### config.mk
export PLATFORM = sky130hd
export DESIGN_NAME = chta_axis
export DESIGN_NICKNAME = d
export VERILOG_FILES = /design/src/hw/rtl/chta_pkg.sv /design/src/hw/rtl/chta_axis.sv
export SDC_FILE = /design/constraint.sdc
export NUM_CORES = 1
export LEC_CHECK = 0
export BUFFER_PORTS_ARGS = -buffer_cell sky130_fd_sc_hd__buf_2
export CORE_ASPECT_RATIO = 1.5
export CORE_MARGIN = 2
export CORE_UTILIZATION = 61
export CTS_CLUSTER_SIZE = 16
export DETAILED_ROUTE_END_ITERATION = 12
export PLACE_DENSITY = 0.86
export SLEW_MARGIN = 20
export SYNTH_ARGS = -nofsm -noshare
export SYNTH_HDL_FRONTEND = slang
export SYNTH_SLANG_ARGS = --single-unit
### constraint.sdc
create_clock -name clk -period 17.8 [get_ports clk]
set_input_delay 0.89 -clock clk [delete_from_list [all_inputs] [get_ports clk]]
set_output_delay 0.89 -clock clk [all_outputs]
set_load 0.02 [all_outputs]
### src/hw/rtl/chta_pkg.sv
`timescale 1ns / 1ps
`default_nettype none

package chta_pkg;

  // Default store geometry along each axis.
  localparam int DEFAULT_MAX_LUM_BINS   = 16;
  localparam int DEFAULT_MAX_COLOR_BINS = 16;

  // Field widths of the command and result ports.
  localparam int PIX_W        = 8;
  localparam int WEIGHT_W     = 16;
  localparam int READ_INDEX_W = 12;
  localparam int BIN_W        = 32;
  localparam int TOTAL_W      = 40;

  // A bin index along one axis covers up to 64 bins; a count needs one bit more.
  localparam int BIN_IDX_W = 6;
  localparam int COUNT_W   = BIN_IDX_W + 1;

  // Axis weights are Q1.8 and reach 256.
  localparam int AXIS_WT_W = 9;

  // Configuration port.
  localparam int CFG_W       = 5;
  localparam int CFG_INDEX_W = 4;
  localparam logic [CFG_INDEX_W-1:0] REG_LUM_BINS   = 4'd0;
  localparam logic [CFG_INDEX_W-1:0] REG_COLOR_BINS = 4'd1;
  localparam logic [CFG_W-1:0]       LUM_BINS_RESET   = 5'd8;
  localparam logic [CFG_W-1:0]       COLOR_BINS_RESET = 5'd16;

  // Command codes.
  localparam logic OP_ADD  = 1'b0;
  localparam logic OP_READ = 1'b1;

  // Lower and upper neighbor of one channel with their interpolation weights.
  typedef struct packed {
    logic [BIN_IDX_W-1:0] lo;
    logic [BIN_IDX_W-1:0] hi;
    logic [AXIS_WT_W-1:0] w_lo;
    logic [AXIS_WT_W-1:0] w_hi;
  } axis_t;

endpackage

`default_nettype wire

### src/hw/rtl/chta_axis.sv
`timescale 1ns / 1ps
`default_nettype none

// Three-stage position pipeline for one channel: pos = floor(pix * (n-1) * 256 / 255)
// in Q.8, split into lower bin, upper bin and the two axis weights.
module chta_axis (
  input  wire logic                           clk,
  input  wire logic [chta_pkg::PIX_W-1:0]     pix,
  input  wire logic [chta_pkg::BIN_IDX_W-1:0] n_minus1,
  output chta_pkg::axis_t                     axis
);

  localparam int Y_W    = chta_pkg::PIX_W + chta_pkg::BIN_IDX_W;
  localparam int PROD_W = Y_W + 9;
  localparam int Q_W    = PROD_W - 16;
  localparam int FRAC_W = 8;

  logic [Y_W-1:0]    y;
  logic [Y_W-1:0]    pos;
  logic [PROD_W-1:0] prod257;
  logic [Q_W-1:0]    q_est;
  logic [Y_W-1:0]    rem;
  logic [Q_W-1:0]    q;
  logic [FRAC_W-1:0] frac;
  logic [chta_pkg::BIN_IDX_W-1:0] lo;

  // floor(256*y/255) = y + floor(y/255). The quotient estimate y*257 >> 16 is at
  // most one low, so a single compare against 255 corrects it.
  always_comb begin
    prod257 = PROD_W'(y) * PROD_W'(257);
    q_est   = prod257[PROD_W-1:16];
    rem     = y - ((Y_W'(q_est) << 8) - Y_W'(q_est));
    q       = q_est + Q_W'(rem >= Y_W'(255));
    frac    = pos[FRAC_W-1:0];
    lo      = pos[Y_W-1:FRAC_W];
  end

  always_ff @(posedge clk) begin
    y         <= Y_W'(pix) * Y_W'(n_minus1);
    pos       <= y + Y_W'(q);
    axis.lo   <= lo;
    axis.hi   <= lo + chta_pkg::BIN_IDX_W'(frac != '0);
    axis.w_lo <= chta_pkg::AXIS_WT_W'(256) - chta_pkg::AXIS_WT_W'(frac);
    axis.w_hi <= chta_pkg::AXIS_WT_W'(frac);
  end

endmodule

`default_nettype wire

Yosys cells after proc, flatten, opt, wreduce, memory -nomap -nowiden
Index checks and enable logic that the tools add are counted.

operators by class
  multipliers = 2
  reduce and logical (&&, ||, !) cells = 1
  add/sub/neg operators = 6
  magnitude comparators = 1

operators with widths
  cell                     number
  $mul A14 B9 Y23 const B  1
  $add A14 B7 Y14          1
  $ge A14 B8 Y1 const B    1
  $mul A8 B6 Y14           1
  $sub A14 B14 Y14         1
  $sub A14 B7 Y14          1
  $sub A9 B8 Y9 const A    1
  $reduce_bool A8 Y1       1
  $add A7 B1 Y7            1
  $add A6 B1 Y6            1

storage, ports and cells
  logic and storage cells = 16
  bits in registers = 57
  output and inout port bits = 30

Depth between registers and ports, before layout
Gate-level depths: netlist (run 1).

  word-level depth = 6
  gate-level depth with buffers = 30

Worst setup path after synthesis (run 1)
OpenSTA, ideal clock, no wires.

  path kind = reg2reg
  start = register y[12]
  end = register pos[13]
  required time = 17.673 ns
  stages on the path, launching flop included = 28
  buffers on the path = 0
  path slack = 11.834 ns
  arrival time = 5.839 ns
  setup time = 0.127 ns
  path through = dfxtp_1 -> ha_1 -> ha_1 -> ha_1 -> nand3_1 -> o21ai_0 -> nand2_1 -> a211o_1 -> nor2_1 -> ha_1 -> inv_1 -> ha_1 -> inv_1 -> ha_1 -> a2111o_1 -> a311oi_4 -> nor4b_1 -> a211oi_2 -> nand4_1 -> ha_1 -> ha_1 -> nand3_1 -> nor2_1 -> maj3_1 -> ha_1 -> o41ai_2 -> nor3_1 -> xor2_1

between the ends
  longest elaborated chain between the ends = 6

ends and longest elaborated chain
  item                    line             text
  start, declared         chta_axis.sv:18  logic [Y_W-1:0] y;
  start signal, assigned  chta_axis.sv:39  y <= Y_W'(pix) * Y_W'(n_minus1);
  $mul A14 B9 Y23         chta_axis.sv:30  prod257 = PROD_W'(y) * PROD_W'(257);
  $sub A14 B7 Y14         chta_axis.sv:32  rem = y - ((Y_W'(q_est) << 8) - Y_W'(q_est));
  $sub A14 B14 Y14        chta_axis.sv:32
  $ge A14 B8 Y1           chta_axis.sv:33  q = q_est + Q_W'(rem >= Y_W'(255));
  $add A7 B1 Y7           chta_axis.sv:33
  $add A14 B7 Y14 *       chta_axis.sv:40  pos <= y + Y_W'(q);
  end signal, assigned    chta_axis.sv:40
  end, declared           chta_axis.sv:19  logic [Y_W-1:0] pos;

Every way passes the cells marked *; elsewhere a longest branch is shown, timed or not.

Worst setup path in the final report (run 1)
  start = register y[11]
  end = register pos[11]

Same word-level chain as after synthesis.

==> flow_results.org, run 1 <==
** Worst setup path
- By instance count, the cell type seen most on the critical path is sky130_fd_sc_hd__ha_1.
- Kind of critical path :: flip-flop to flip-flop
- CP peak stage delay :: 0.48 ns
- The slowest stage of the critical path is the sky130_fd_sc_hd__dfxtp_1 cell.
- Data arrival time of the critical path :: 6.90 ns
- STA classifies the critical path startpoint as a flip-flop.
- Along the worst path, the maximum fanout reaches 6.
- Type of destination of the critical path :: flip-flop
- Broken down by cell family, the worst path's largest delay share belongs to adder cells.
- At the worst endpoint, the required time is 18.00 ns.
- The critical path contains buffers and inverters numbering 2 combined.

** Yosys
- Cell taking the most area after synthesis :: sky130_fd_sc_hd__dfxtp_1
- For this run, asynchronously set or reset flops after synthesis account for 0.
- The share of synthesized area in the top cell type comes to 0.251.
- For this run, the register share of the synthesized area comes to 0.251.
- Netlist Area Pre-Place :: 4460 sq um
- When the netlist entered floorplanning its net count stood at 593.
- Number of enable flip-flop cells after synthesis :: 0
- Sorting the synthesized cells by how often they occur yields 74 x sky130_fd_sc_hd__ha_1, 63 x sky130_fd_sc_hd__inv_1, 56 x sky130_fd_sc_hd__dfxtp_1.
- Count of synthesis-stage warnings from yosys :: 0
- Distinct cell type count after synthesis :: 48
- Most repeated cell in the gate-level netlist after synthesis :: sky130_fd_sc_hd__ha_1
- Post-synthesis cell count :: 478
- The synthesized design contains 56 register bits.
- Yosys attributes the largest share of cell area to sky130_fd_sc_hd__dfxtp_1 25%, sky130_fd_sc_hd__ha_1 21%, sky130_fd_sc_hd__fa_1 12%.
- Syn Area/Cell :: 9.33 sq um
- For this run, the leading register cell type out of synthesis is sky130_fd_sc_hd__dfxtp_1.

** Clock tree
- CTS tree :: yes
- Quantity of gates resized following cts :: 0
- Clock-pin slew was measured on the worst setup and hold paths at 0.10 ns.
- Number of sinks on the clock net :: 56
- At the later pin of the worst-skew pair, clock insertion delay measures 0.32 ns.
- Number of CTS-inserted buffers :: 5
- The number of setup buffers added after CTS is 0.
- Cts-stage hold buffer count :: 0
- Clock root buffer :: sky130_fd_sc_hd__clkbuf_8
- Maximum buffer depth of the clock tree :: 2
- H-tree levels :: 2

** Route
- After the first detailed-routing iteration, the DRC count stood at 162.
- For this block, the routed nets add up to 9050 microns of wire.
- Number of vias in the routed layout :: 3510
- The count of nets left with antenna violations once routing finished came out at 0.
- Dividing the detail-routed wire length by the instance count gives 14.5 microns.
- After detailed routing, the number of vias per cell comes to 5.61.
- Drt drc :: 0
- Number of iterations in the first detailed-routing pass :: 4

** Floorplan
- For this configuration, the core starts out at a cell density of 0.621.
- The die covers 8020 sq um.
- The initialized floorplan defines 38 standard-cell rows.
- Core area :: 7180 sq um
- The floorplan step set the die width to 73.8 microns.
- Die boundary height :: 109 microns
- Number of ports placed on the die boundary :: 45

** Finish
- The net count of the finished layout is 640.
- Synth-to-layout area growth :: 9.34%
- In the final layout, the share of cells above drive strength 1 is 0.112.
- The finished layout holds 626 standard cells, fillers aside.
- The number of antenna diodes in the final layout is 0.

** Global route
- Overall routing resource usage :: 0.248
- The initial antenna violation count is 0.
- Pin count of the biggest net entering global routing :: 20
- Via count of the first global-routing pass :: 3653
- The first global-routing pass estimated 15400 microns of wire.
- Global-route congestion overflow total :: 0

** Pwr
- Leakage power :: 2.40 nW
- Power spread over the standard cell area amounts to 205 nW/um^2.
- VDD sags by at most 77.1 uV.

** Timing
- Final setup viols :: 0
- Final clock period utilization by the worst path :: 0.377
- In this run the tightest slew margin relative to its limit is 0.673.
- Based on the critical path, the design can be clocked at up to 149 MHz.
- RSZ-0062 raised after global routing :: false
- Across the routed clock network, the largest skew measured is 0.00818 ns.
- Final hold viol count :: 0
- The routed design could run at a clock period as short as 6.70 ns.
- Setup total negative slack on the finished layout was measured at 0 ns.
- Slew at the pin with the worst max-slew slack :: 0.485 ns
- The final count of pins violating max slew came to 0.

** Placed design
- Number of buffers added on ports :: 43
- Once placement completed, the tool counted placed cells totaling 618.
- Post-detail-place hpwl :: 7690 microns
- At the end of routability-driven placement, the weighted congestion stood at 0.983.

** Job
- The tool flagged a number of max-cap violations equal to 0.

** Worst hold path
- Path type of the worst min-delay path :: flip-flop to flip-flop

** Status
- Outcome :: completed
layout by cell type, fill, tap and decap left out, types with 3 or more instances in the layout:
cell,Yosys,final
sky130_fd_sc_hd__nand3_1,10,10
sky130_fd_sc_hd__ha_1,74,74
sky130_fd_sc_hd__nand2b_1,6,6
sky130_fd_sc_hd__a21o_1,7,7
sky130_fd_sc_hd__a21oi_1,15,15
sky130_fd_sc_hd__a2111oi_0,5,5
sky130_fd_sc_hd__fa_1,26,26
sky130_fd_sc_hd__nand2_1,40,40
sky130_fd_sc_hd__xnor2_1,30,30
sky130_fd_sc_hd__buf_2,1,43
sky130_fd_sc_hd__a211oi_1,3,3
sky130_fd_sc_hd__nor2_1,25,25
sky130_fd_sc_hd__nand3b_1,4,4
sky130_fd_sc_hd__nand4_1,6,6
sky130_fd_sc_hd__clkbuf_8,0,5
sky130_fd_sc_hd__xor2_1,15,15
sky130_fd_sc_hd__nor4b_1,3,3
sky130_fd_sc_hd__o21a_1,4,4
sky130_fd_sc_hd__o21bai_1,3,3
sky130_fd_sc_hd__o21ai_0,8,8
sky130_fd_sc_hd__o211ai_1,4,4
sky130_fd_sc_hd__and2_1,26,26
sky130_fd_sc_hd__dfxtp_1,56,56
sky130_fd_sc_hd__nor3_1,11,11
sky130_fd_sc_hd__inv_1,63,63
through the flow:
stage	util	power (W)	hold WS (ns)	area, sq um	setup slack [ns]
finish	0.679	0.000998	0.365	4880	11.10
global route	0.679	0.00109	0.380	4880	10.62
CTS	0.679	0.000998	0.367	4880	11.16
detailed placement	0.666	0.000921	0.345	4780	11.20
global placement	0.666	0.000892	0.344	4780	11.45
floorplan	-	0.000759	0.337	4460	11.83
cell families (layout without fill, tap and decap cells):
kind of cell | count (synthesis) | in the layout | share of synthesized area
buffers and inverters | 66 | 114 | 0.0575
other | 1 | 1 | 0.000841
XOR/XNOR | 45 | 45 | 0.0884
AO/OA/AOI/OAI | 62 | 62 | 0.103
AND/OR/NAND/NOR | 145 | 145 | 0.168
flip-flops | 56 | 56 | 0.251
multiplexers | 2 | 2 | 0.00449
adder cells (fa/ha/maj) | 101 | 101 | 0.327
layout make-up:
type,count,area (sq um)
clock buffer,5,68.8
sequential,56,1120
tap,100,125
clock inverter,3,27.5
inverter,63,236
fill,541,2300
multi-input combinational,356,3080
timing repair buffer,43,215
path summary, 6_finish.rpt:
kind	end	startpoint	slack (ns)	depth (start not counted)
worst max-delay path	pos[11]	y[11]	11.10	28
worst min-delay path	axis[24]	pos[8]	0.36	0
worst max register to register	pos[11]	y[11]	11.10	28
worst min register to register	axis[24]	pos[8]	0.36	0
flip-flops by register name, summed over array words and instances (netlist names):
signal	cells
axis	28
pos	14
y	14
metal layers:
layer / wire [microns] / global-route usage
met3: 241 / 0.0287
met5: 0 / 0
met2: 5130 / 0.486
met4: 533 / 0.155
met1: 3140 / 0.231
where the power goes:
part | switching, W | internal (W) | total, W
Sequential | 0.0000487 | 0.000190 | 0.000238
Clock | 0.0000432 | 0.0000289 | 0.0000721
Combinational | 0.000393 | 0.000295 | 0.000687
Total | 0.000485 | 0.000513 | 0.000998
Power figures use the tool's default switching activity.
==> inputs of run 2 (changes only) <==
CORE_UTILIZATION = 60   (was 61)
PLACE_DENSITY = 0.85   (was 0.86)
clock period = 6.27 ns   (was 17.8 ns; I/O delays follow)
==> flow_results.org, run 2 (same netlist as run 1, synthesis figures left out) <==
** Timing
- The final count of pins violating max slew was 0.
- Final hold viol count :: 0
- In the finished design, the share of the clock period the worst path needs comes to 1.00.
- Maximum clock skew at final layout :: 0.00386 ns
- Max-slew headroom at the worst pin :: 0.681
- Slew at the pin with the worst max-slew slack :: 0.467 ns
- Hold timing on the final database bottoms out at a slack of 0.267 ns.
- For this run, the top clock speed supported by timing is 160 MHz.
- Setup repair after global routing could not meet its margin everywhere.
- Min Clock Period, post-route :: 6.27 ns
- Setup violations remaining at the end of the flow were counted as 0.

** Clock tree
- Counting the buffers created by CTS gives 5.
- Number of sinks on the clock net :: 56
- The H-tree was split into 2 levels.
- Clock latency reported for the late side of the worst-skew pair :: 0.32 ns
- TritonCTS built the clock tree.
- CTS placed an instance of sky130_fd_sc_hd__clkbuf_8 at the clock tree root.
- Maximum buffer depth of the clock tree :: 2
- Cts-stage hold buffer count :: 0
- Register clock-pin slew on the reported worst setup and hold paths :: 0.11 ns

** Placed design
- At the end of routability-driven placement, the weighted congestion stood at 0.990.
- The wire-length estimate of the detail-placed layout is 7850 microns.
- Number of buffers added on ports :: 43

** Route
- Detailed routing placed a total of 6170 microns of wire on met2.
- Dividing the detail-routed wire length by the instance count gives 16.7 microns.
- Once detail routing completed, the nets flagged for antenna violations numbered 0.
- Signal routing reaches up to met4.
- Number of vias in the routed layout :: 3712
- Before antenna repair, the detailed router went through 4 iterations.
- Routed met1 length :: 3650 microns
- The detailed router finished its first iteration with 212 violations.
- Total length of routed wires :: 10900 microns
- After detailed routing, the number of vias per cell comes to 5.68.
- In the detailed route, the total length drawn on met3 is 440 microns.
- Drt drc :: 0

** Finish
- Layout fillers :: 497
- Relative to the synthesized area, the layout overhead comes to 21.4%.
- The multi-input combinational cells in the finished layout cover a total of 3390 sq um.
- Antenna Cells :: 0
- Most common cell after layout, fill and taps aside :: sky130_fd_sc_hd__inv_1
- Biggest regs :: axis (28), pos (14), y (14)
- Layout cells sized above 1 :: 0.249
- Registers take 1130 sq um.
- In the layout the commonest cells are 59 x sky130_fd_sc_hd__inv_1, 57 x sky130_fd_sc_hd__ha_1, 48 x sky130_fd_sc_hd__dfxtp_1.
- Largest reg by FF count :: axis
- The register with the most flip-flops in the layout has 28 of them.
- The final layout contains 668 nets.
- Fin util :: 0.749

** Floorplan
- In this run the core area contains 38 standard-cell rows.
- 45 I/O pins were placed.
- Total die area :: 8150 sq um
- Die boundary height :: 110 microns
- Initial cell density of the core :: 0.617
- In this run the horizontal extent of the chip is 74.4 microns.
- Core area :: 7230 sq um

** Worst hold path
- Cell depth of the worst min-delay path :: 2
- The worst hold path belongs to the class input pin to flip-flop.

** Worst setup path
- STA classifies the critical path endpoint as a flip-flop.
- Worst Setup Start Kind :: flip-flop
- The critical path in this run is classified as flip-flop to flip-flop.
- For the worst setup path, the data arrival time is 6.48 ns.
- At the worst endpoint, the required time is 6.48 ns.
- Largest driver fanout on the critical path :: 8
- Measured in cells, the most critical reg-to-reg path has a length of 26.

** Status
- Outcome :: completed

** Global route
- Pin count of the biggest net entering global routing :: 20
- Antenna violations before repair :: 0
- The number of global-route vias before repair is 3673.
- Overall routing resource usage :: 0.249
- After global routing the overflow that remains totals 0.
- Wire length of the first global-routing pass :: 15800 microns

** Job
- Max-cap violations in this run came to 0.
[run 2: cell count changes in the layout (fill, tap and decap cells not counted), moves of 7 or more]
cell                      before  now
sky130_fd_sc_hd__buf_4         0   28
sky130_fd_sc_hd__ha_1         74   57
sky130_fd_sc_hd__ha_4          0   14
sky130_fd_sc_hd__dfxtp_1      56   48
sky130_fd_sc_hd__dfxtp_2       0    7
[run 2: cell type report]
| class | instances | share of cell area |
|---|---|---|
| Timing Repair Buffer | 71 | 0.0786 |
| Inverter | 63 | 0.0446 |
| Multi-Input combinational cell | 356 | 0.627 |
| Tap cell | 100 | 0.0231 |
| Clock buffer | 5 | 0.0127 |
| Sequential cell | 56 | 0.209 |
| Clock inverter | 3 | 0.00508 |
[run 2: stage by stage]
stage / TNS (ns) / cells / area (sq um) / setup WS (ns)
3_3_place_gp: 0 / 635 / 4910 / 0.0779
3_5_place_dp: -0.562 / 635 / 4910 / -0.114
4_1_cts: 0 / 643 / 5020 / 0.00928
2_1_floorplan: 0 / 478 / 4460 / 0.304
5_1_grt: -0.834 / 654 / 5420 / -0.174
6_report: 0 / 654 / 5420 / 0.00257
[run 2: path summary, 6_finish.rpt]
kind,startpoint,to,slack (ns)
max,y[5],pos[13],0.003
min,pix[0],y[0],0.27
max reg2reg,y[5],pos[13],0.003
min reg2reg,pos[8],axis[24],0.37
[run 2: layer usage]
layer,global-route usage,vias up
met2,0.492,148
met5,0,-
met3,0.0339,50
li1,-,1758
met1,0.241,1756
met4,0.121,0
[run 2: what timing repair did]
item	CTS	global route
resized for setup	5	63
setup buffers	0	11
gates cloned	0	0
setup endpoints to repair	7	8
pin swaps	1	31
endpoints found under the hold margin	0	0
[run 2: critical path, stage by stage, from the launching register on]
cell and delay, ns:
sky130_fd_sc_hd__dfxtp_2 0.37, sky130_fd_sc_hd__ha_1 0.29, sky130_fd_sc_hd__ha_1 0.30, sky130_fd_sc_hd__ha_1 0.22, sky130_fd_sc_hd__nor3_2 0.30, sky130_fd_sc_hd__buf_4 0.18
sky130_fd_sc_hd__a2111oi_1 0.05, sky130_fd_sc_hd__a21oi_1 0.27, sky130_fd_sc_hd__xor2_1 0.35, sky130_fd_sc_hd__ha_1 0.30, sky130_fd_sc_hd__inv_1 0.06, sky130_fd_sc_hd__ha_2 0.31
sky130_fd_sc_hd__nand2_1 0.11, sky130_fd_sc_hd__o21bai_2 0.09, sky130_fd_sc_hd__a311oi_4 0.40, sky130_fd_sc_hd__nor4b_2 0.11, sky130_fd_sc_hd__a211oi_2 0.22, sky130_fd_sc_hd__nand4_1 0.15
sky130_fd_sc_hd__ha_2 0.23, sky130_fd_sc_hd__ha_4 0.17, sky130_fd_sc_hd__xor2_2 0.14, sky130_fd_sc_hd__ha_1 0.31, sky130_fd_sc_hd__nor2b_4 0.14, sky130_fd_sc_hd__o31a_1 0.32
sky130_fd_sc_hd__o41ai_4 0.50, sky130_fd_sc_hd__nor3_2 0.08, sky130_fd_sc_hd__xor2_1 0.18
Power of run 2 is left out: the tool's default activity adds up to more than one toggle a clock period on the data nets, which glitch-free logic cannot reach.
